File: src/rtl/assert_macros.svh
// Assertion macros for the RTL file that carries concurrent checks.
`ifndef ASSERT_MACROS_SVH
`define ASSERT_MACROS_SVH

// Checks a property at every rising clock edge outside of reset.
`define ASSERT_CLK(label, clk, rst_n, prop, msg) \
    label: assert property (@(posedge clk) disable iff (!rst_n) (prop)) else $error(msg);

// Checks that an antecedent implies a consequent in the next cycle.
`define ASSERT_NEXT(label, clk, rst_n, ante, cons, msg) \
    label: assert property (@(posedge clk) disable iff (!rst_n) (ante) |=> (cons)) \
        else $error(msg);

`endif

File: src/rtl/b64_pkg.sv
`timescale 1ns / 1ps
// ----------------------------------------------------------------------------
// Base64 codec package
// Shared types, constants and alphabet functions for the streaming codec.
// ----------------------------------------------------------------------------
package b64_pkg;

    localparam int GROUP_W = 24;
    localparam int SIX_W   = 6;
    localparam int BYTE_W  = 8;

    localparam logic [2:0] ENC_RESULTS = 3'd4;
    localparam logic [2:0] DEC_RESULTS = 3'd3;

    typedef logic [BYTE_W-1:0] t_byte;
    typedef logic [SIX_W-1:0]  t_six;

    // A completed group handed from the packer to the emitter.
    typedef struct packed {
        logic [GROUP_W-1:0] bits;
        logic               decode;
        logic               last;
    } t_group;

    // Maps a 6-bit index to its character in the standard alphabet.
    function automatic t_byte six_to_char(input t_six idx);
        t_byte wide;
        wide = {2'b00, idx};
        if (idx < 6'd26) begin
            return wide + 8'h41;
        end else if (idx < 6'd52) begin
            return wide - 8'd26 + 8'h61;
        end else if (idx < 6'd62) begin
            return wide - 8'd52 + 8'h30;
        end else if (idx == 6'd62) begin
            return 8'h2B;
        end else begin
            return 8'h2F;
        end
    endfunction

    // Maps a character to its 6-bit index; characters outside the alphabet map to zero.
    function automatic t_six char_to_six(input t_byte c);
        t_byte v;
        v = 8'h00;
        if (c >= 8'h41 && c <= 8'h5A) begin
            v = c - 8'h41;
        end else if (c >= 8'h61 && c <= 8'h7A) begin
            v = c - 8'h61 + 8'd26;
        end else if (c >= 8'h30 && c <= 8'h39) begin
            v = c - 8'h30 + 8'd52;
        end else if (c == 8'h2B) begin
            v = 8'd62;
        end else if (c == 8'h2F) begin
            v = 8'd63;
        end
        return v[SIX_W-1:0];
    endfunction

endpackage

File: src/rtl/b64_pack.sv
`timescale 1ns / 1ps
// ----------------------------------------------------------------------------
// Base64 group packer
// Holds the mode register and the partial group, and hands complete groups on.
// ----------------------------------------------------------------------------
module b64_pack (
    input  logic              i_clk,
    input  logic              i_rst_n,
    input  logic              i_cfg_we,
    input  logic              i_cfg_wdata,
    input  logic              i_valid,
    input  b64_pkg::t_byte    i_in_byte,
    input  logic              i_in_last,
    output logic              o_stall,
    input  logic              i_emit_free,
    output logic              o_grp_valid,
    output b64_pkg::t_group   o_grp
);
    import b64_pkg::*;

    logic               r_mode;
    logic [GROUP_W-1:0] r_bits;
    logic [1:0]         r_count;
    logic [GROUP_W-1:0] n_bits;
    logic [1:0]         n_count;
    logic [GROUP_W-1:0] merged;
    logic               complete;
    logic               accept;
    t_six               idx;

    assign idx = char_to_six(i_in_byte);

    always_comb begin
        merged = r_bits;
        if (!r_mode) begin
            unique case (r_count)
                2'd0:    merged = r_bits | {i_in_byte, 16'h0000};
                2'd1:    merged = r_bits | {8'h00, i_in_byte, 8'h00};
                2'd2:    merged = r_bits | {16'h0000, i_in_byte};
                default: merged = {i_in_byte, 16'h0000};
            endcase
            complete = (r_count == 2'd2) || i_in_last;
        end else begin
            unique case (r_count)
                2'd0:    merged = r_bits | {idx, 18'h00000};
                2'd1:    merged = r_bits | {6'h00, idx, 12'h000};
                2'd2:    merged = r_bits | {12'h000, idx, 6'h00};
                default: merged = r_bits | {18'h00000, idx};
            endcase
            complete = (r_count == 2'd3);
        end
    end

    assign o_stall     = complete && !i_emit_free;
    assign accept      = i_valid && !o_stall;
    assign o_grp_valid = accept && complete;
    assign o_grp       = '{bits: merged, decode: r_mode, last: i_in_last};

    always_comb begin
        n_bits  = r_bits;
        n_count = r_count;
        if (accept) begin
            if (complete || i_in_last) begin
                n_bits  = '0;
                n_count = 2'd0;
            end else begin
                n_bits  = merged;
                n_count = (!r_mode && r_count == 2'd3) ? 2'd1 : r_count + 2'd1;
            end
        end
    end

    always_ff @(posedge i_clk) begin
        if (!i_rst_n) begin
            r_mode  <= 1'b0;
            r_bits  <= '0;
            r_count <= 2'd0;
        end else if (i_cfg_we) begin
            r_mode  <= i_cfg_wdata;
            r_bits  <= '0;
            r_count <= 2'd0;
        end else begin
            r_bits  <= n_bits;
            r_count <= n_count;
        end
    end

endmodule

File: src/rtl/b64_emit.sv
`timescale 1ns / 1ps
// ----------------------------------------------------------------------------
// Base64 result emitter
// Holds one complete group and sends its characters or bytes one per cycle unless stalled.
// ----------------------------------------------------------------------------
module b64_emit (
    input  logic              i_clk,
    input  logic              i_rst_n,
    input  logic              i_grp_valid,
    input  b64_pkg::t_group   i_grp,
    output logic              o_free,
    output logic              o_valid,
    input  logic              i_stall,
    output b64_pkg::t_byte    o_out_byte,
    output logic              o_run_last,
    output logic              o_stream_end
);
    import b64_pkg::*;

    logic [GROUP_W-1:0] r_bits;
    logic [2:0]         r_left;
    logic               r_decode;
    logic               r_last;
    logic               taken;

    assign o_valid      = (r_left != 3'd0);
    assign taken        = o_valid && !i_stall;
    assign o_free       = !o_valid || (taken && r_left == 3'd1);
    assign o_run_last   = (r_left == 3'd1);
    assign o_stream_end = r_last;
    assign o_out_byte   = r_decode ? r_bits[GROUP_W-1 -: BYTE_W]
                                   : six_to_char(r_bits[GROUP_W-1 -: SIX_W]);

    always_ff @(posedge i_clk) begin
        if (!i_rst_n) begin
            r_left <= 3'd0;
        end else if (i_grp_valid) begin
            r_left <= i_grp.decode ? DEC_RESULTS : ENC_RESULTS;
        end else if (taken) begin
            r_left <= r_left - 3'd1;
        end
    end

    always_ff @(posedge i_clk) begin
        if (i_grp_valid) begin
            r_bits   <= i_grp.bits;
            r_decode <= i_grp.decode;
            r_last   <= i_grp.last;
        end else if (taken) begin
            r_bits <= r_decode ? {r_bits[GROUP_W-BYTE_W-1:0], {BYTE_W{1'b0}}}
                               : {r_bits[GROUP_W-SIX_W-1:0], {SIX_W{1'b0}}};
        end
    end

endmodule

File: src/rtl/base64_stream_codec_core.sv
`timescale 1ns / 1ps
// ----------------------------------------------------------------------------
// Base64 stream codec core
// Encodes bytes to Base64 characters or decodes characters to bytes.
// ----------------------------------------------------------------------------
// Input requests are packed into a group register with no wait; the request that
// completes a group hands it to a result register that drains one result per
// unstalled cycle, and that hand-off waits only while the previous group drains.
// Unstalled, encoding gives four characters per group of three input bytes
// through the single result port, and decoding sustains one
// character per cycle. Writing the mode register clears any partial group.
module base64_stream_codec_core (
    input  logic                i_clk,
    input  logic                i_rst_n,
    input  logic                i_cfg_we,
    input  logic                i_cfg_wdata,
    input  logic                i_valid,
    output logic                o_stall,
    input  logic [7:0]          i_in_byte,
    input  logic                i_in_last,
    output logic                o_valid,
    input  logic                i_stall,
    output logic [7:0]          o_out_byte,
    output logic                o_run_last,
    output logic                o_stream_end
);
    import b64_pkg::*;

`include "assert_macros.svh"

    logic   grp_valid;
    t_group grp;
    logic   emit_free;
    logic   run_done;
    logic   run_mid;

    b64_pack u_pack (
        .i_clk       (i_clk),
        .i_rst_n     (i_rst_n),
        .i_cfg_we    (i_cfg_we),
        .i_cfg_wdata (i_cfg_wdata),
        .i_valid     (i_valid),
        .i_in_byte   (i_in_byte),
        .i_in_last   (i_in_last),
        .o_stall     (o_stall),
        .i_emit_free (emit_free),
        .o_grp_valid (grp_valid),
        .o_grp       (grp)
    );

    b64_emit u_emit (
        .i_clk        (i_clk),
        .i_rst_n      (i_rst_n),
        .i_grp_valid  (grp_valid),
        .i_grp        (grp),
        .o_free       (emit_free),
        .o_valid      (o_valid),
        .i_stall      (i_stall),
        .o_out_byte   (o_out_byte),
        .o_run_last   (o_run_last),
        .o_stream_end (o_stream_end)
    );

    assign run_done = o_valid && !i_stall && o_run_last && !grp_valid;
    assign run_mid  = o_valid && !i_stall && !o_run_last;

    // A group is only handed over when the result register can take it.
    `ASSERT_CLK(a_load_when_free, i_clk, i_rst_n, !grp_valid || emit_free, "group lost")
    // After the final result of a group leaves with no new group, the output goes idle.
    `ASSERT_NEXT(a_idle_after_run, i_clk, i_rst_n, run_done, !o_valid, "extra result")
    // A result that is not the final one of its group is followed by another.
    `ASSERT_NEXT(a_run_continues, i_clk, i_rst_n, run_mid, o_valid, "run cut short")
    `ASSERT_NEXT(a_end_stable, i_clk, i_rst_n, run_mid, $stable(o_stream_end), "end flag moved")

endmodule

File: config.mk
export PLATFORM = sky130hd
export DESIGN_NAME = base64_stream_codec_core
export DESIGN_NICKNAME = d
export VERILOG_FILES = /design/src/rtl/b64_pkg.sv /design/src/rtl/b64_pack.sv /design/src/rtl/b64_emit.sv /design/src/rtl/base64_stream_codec_core.sv
export VERILOG_INCLUDE_DIRS = /design/src /design/src/rtl
export SDC_FILE = /design/constraint.sdc
export NUM_CORES = 1
export LEC_CHECK = 0
export ABC_AREA = 0
export BUFFER_PORTS_ARGS = -buffer_cell sky130_fd_sc_hd__clkbuf_2
export CORE_MARGIN = 3
export CORE_UTILIZATION = 56
export DETAILED_ROUTE_END_ITERATION = 10
export GPL_ROUTABILITY_DRIVEN = 0
export PLACE_DENSITY = 0.77
export RECOVER_POWER = 50
export SYNTH_ARGS = -nofsm -noshare
export SYNTH_HDL_FRONTEND = slang
export SYNTH_HIERARCHICAL = 1
export SYNTH_SLANG_ARGS = --single-unit
File: constraint.sdc
create_clock -name i_clk -period 2.6 [get_ports i_clk]
set_input_delay 0.13 -clock i_clk [delete_from_list [all_inputs] [get_ports i_clk]]
set_output_delay 0.13 -clock i_clk [all_outputs]
set_load 0.05 [all_outputs]
==> metrics.txt <==
Initial DRT Pass Iterations 5; Critical Path Sink Type output port; GR Layer Usage met1 34.0%; Clock Tree Root clkbuf_8; Switching Fraction 41.4%; Power Total 0.00287 W; post-synthesis async set-or-reset flop share 0%; Post-CTS Hold Buffers 0; CP required 2.47 ns; Worst R2R Path Depth 9; P_sw 0.00119 W; CP Capture Point o_out_byte[6]; # DRC 0; grt met3 use 6.26%; die height 92.6 um; vias in the first global route 3,590; die area 8570 um2; CTS tree done; Post-Syn Area 4200 um2; Placed Instance Area 4510 um2; Final Instance Area 4620 um2; first-pass GRT wire length 17,700 um; Synth Flop Type dfxtp_1; Max Clock Skew 0.00607 ns; Final Hold Violating Endpoints 0; worst-path maximum fanout 11; met2 GRT Util 39.2%; critical path class register to output port; vias per inst 6.39; Avg Cell Area, Syn 8.76 um2; row cnt 30; Tmin final 2.48 ns; slew of the pin with the lowest slew margin 0.754 ns; I/O Buffers 26; Clk Latency, worst-skew pair 0.33 ns; fraction of layout cells with a size suffix above 1 17.3%; area grow syn2layout 10.1%; largest cells by area after synthesis edfxtp_1 (19%), dfxtp_1 (14%), ha_1 (7.2%); Core Util, Final 65.8%; status finished clean; Critical Path AT 2.35 ns; R2R setup slack 0.14 ns; width of the chip 92.6 um; FF-to-FF Start u_pack/r_count[0]; Synth area leader edfxtp_1; Worst setup SP type register; Worst Hold Depth 1; peak supply drop 0.271 mV; Clock Power Share 18.3%; CTS Sinks 56; Num CTS Buffers 5; unrepaired setup endpoints after global routing false; Cells after Synth 479; worst r2r dst u_pack/r_bits[12]; Setup Viol. Count Final 0; Final period util 95.2%; fill count 600; initial antenna violation count 0; area share of the largest cell type after synthesis 18.6%; via count 3,896; GRT busiest layer met2; clk slew on worst S/H paths 0.11 ns; Ports 27; Layout Nets 552; pwr/cell area 622 nW/um2; setup TNS 0 ns; Post-DRT Antenna Nets 0; Starting DRT DRC Count 343; largest net degree at the start of global routing 29; Core ar. 7020 um2; MaxCap Viol Count 0; Post-Route WL 10,700 um; Distinct cells, synth 73; total number of yosys warnings 6; leakage power 1.79 nW; Post-synth EDFFs 26; diode count 0; fmax 404 MHz; P_int 0.00168 W; Final Max Slew Viols 0; initial core utilization 59.8%; H-tree depth 2; clk buf depth 2; sequential power share 41.4%; HP Class input pin to register; GRT Util Overall 25.5%; synthesized flop and latch total 56; Logic pwr share 40.3%; Synth Net Count 518; placed wire-length estimate 7920 um; Routed wire per std cell 17.6 um; relative slew slack 49.2%; post-synthesis sequential area ratio 32.9%; total gr overflow 0; Worst setup startpoint u_emit/r_bits[21]
==> timing repair <==
action,4_1_cts,5_1_grt
resized for setup,0,1
setup endpoints to repair,0,4
buffers inserted,0,4
==> cell usage after synthesis (all sizes together), types with 5 or more instances <==
cell type,number
buf,16
a211oi,5
nor3,13
ha,24
a21oi,30
mux2i,18
nor2b,11
inv,20
xnor2,5
clkbuf,14
nor3b,5
o22ai,8
o31ai,10
nor2,22
a22o,11
dfxtp,30
edfxtp,26
nand3,6
o21ai,47
a221oi,5
and2,14
a31oi,5
nand2b,12
or2,6
a21o,5
xor2,5
nand2,43
a22oi,20
==> critical path: stages, from the launching register on <==
cell,delay [ns]
edfxtp_1,0.59
ha_1,0.32
a21o_2,0.24
o2111ai_1,0.19
a221oi_1,0.12
o31ai_2,0.25
clkbuf_2,0.31
==> placed cells by master (no fill, tap or decap), drive strengths merged, types with 11 or more instances in the layout <==
| cell type | n |
|---|---|
| o21ai | 47 |
| nand2 | 43 |
| clkbuf | 35 |
| dfxtp | 30 |
| a21oi | 30 |
| buf | 27 |
| edfxtp | 26 |
| ha | 24 |
| nor2 | 22 |
| inv | 22 |
| a22oi | 20 |
| mux2i | 18 |
| and2 | 14 |
| nor3 | 13 |
| nand2b | 12 |
| a22o | 11 |
| nor2b | 11 |
==> layer usage <==
metal / vias up / share of wire [%]
li1: 1846 / -
met1: 1798 / 43
met2: 214 / 45
met3: 38 / 8.3
met4: 0 / 3.1
met5: - / 0
==> stage by stage <==
stage	setup slack (ns)	instances	hold slack, ns
2_1_floorplan	0.0348	479	0.244
3_3_place_gp	0.236	598	0.333
3_5_place_dp	0.190	598	0.346
4_1_cts	0.0257	606	0.00489
5_1_grt	0.0108	610	0.0605
6_report	0.124	610	0.0374
==> power groups by stage <==
stage               Combinational, W  Sequential, W  Clock (W)
floorplan                   0.000947        0.00115          0
global placement             0.00110        0.00121          0
detailed placement           0.00112        0.00122          0
CTS                          0.00113        0.00120   0.000527
global route                 0.00126        0.00121   0.000561
finish                       0.00116        0.00119   0.000524
==> worst min-delay path by stage <==
stage,slack (ns),from,endpoint
final,0.04,i_in_last,u_emit/o_stream_end
after global routing,0.06,i_in_last,u_emit/o_stream_end
after CTS,0.005,i_in_last,u_emit/o_stream_end
after detailed placement,0.35,i_in_last,u_emit/o_stream_end
after global placement,0.33,i_in_last,u_emit/o_stream_end
after floorplan,0.24,i_rst_n,u_emit/r_left[2]
==> flip-flops by register name (all words and copies together) (netlist names) <==
register	flops
u_emit/o_stream_end	1
u_emit/r_bits	24
u_emit/r_decode	1
u_emit/r_left	3
u_pack/r_bits	24
u_pack/r_count	2
u_pack/r_mode	1
==> cell families (layout without fill, tap and decap cells) <==
logic type | count (synthesis) | after routing | synth area share [%]
adder cells (fa/ha/maj) | 24 | 24 | 7.16
buffers and inverters | 51 | 86 | 5.70
flip-flops | 56 | 56 | 32.9
XOR/XNOR | 10 | 10 | 2.27
AO/OA/AOI/OAI | 174 | 174 | 29.1
multiplexers | 18 | 18 | 4.29
AND/OR/NAND/NOR | 146 | 146 | 18.6
==> layout make-up <==
type | instances | area [um2] | area share [%]
clock buffer | 5 | 68.8 | 1.49
clock inverter | 3 | 25.0 | 0.542
inverter | 21 | 78.8 | 1.71
multi-input combinational | 372 | 2600 | 56.3
sequential | 56 | 1380 | 29.9
tap | 96 | 120 | 2.60
timing repair buffer | 57 | 344 | 7.45
Note: power is estimated with default switching activity, not from simulation.
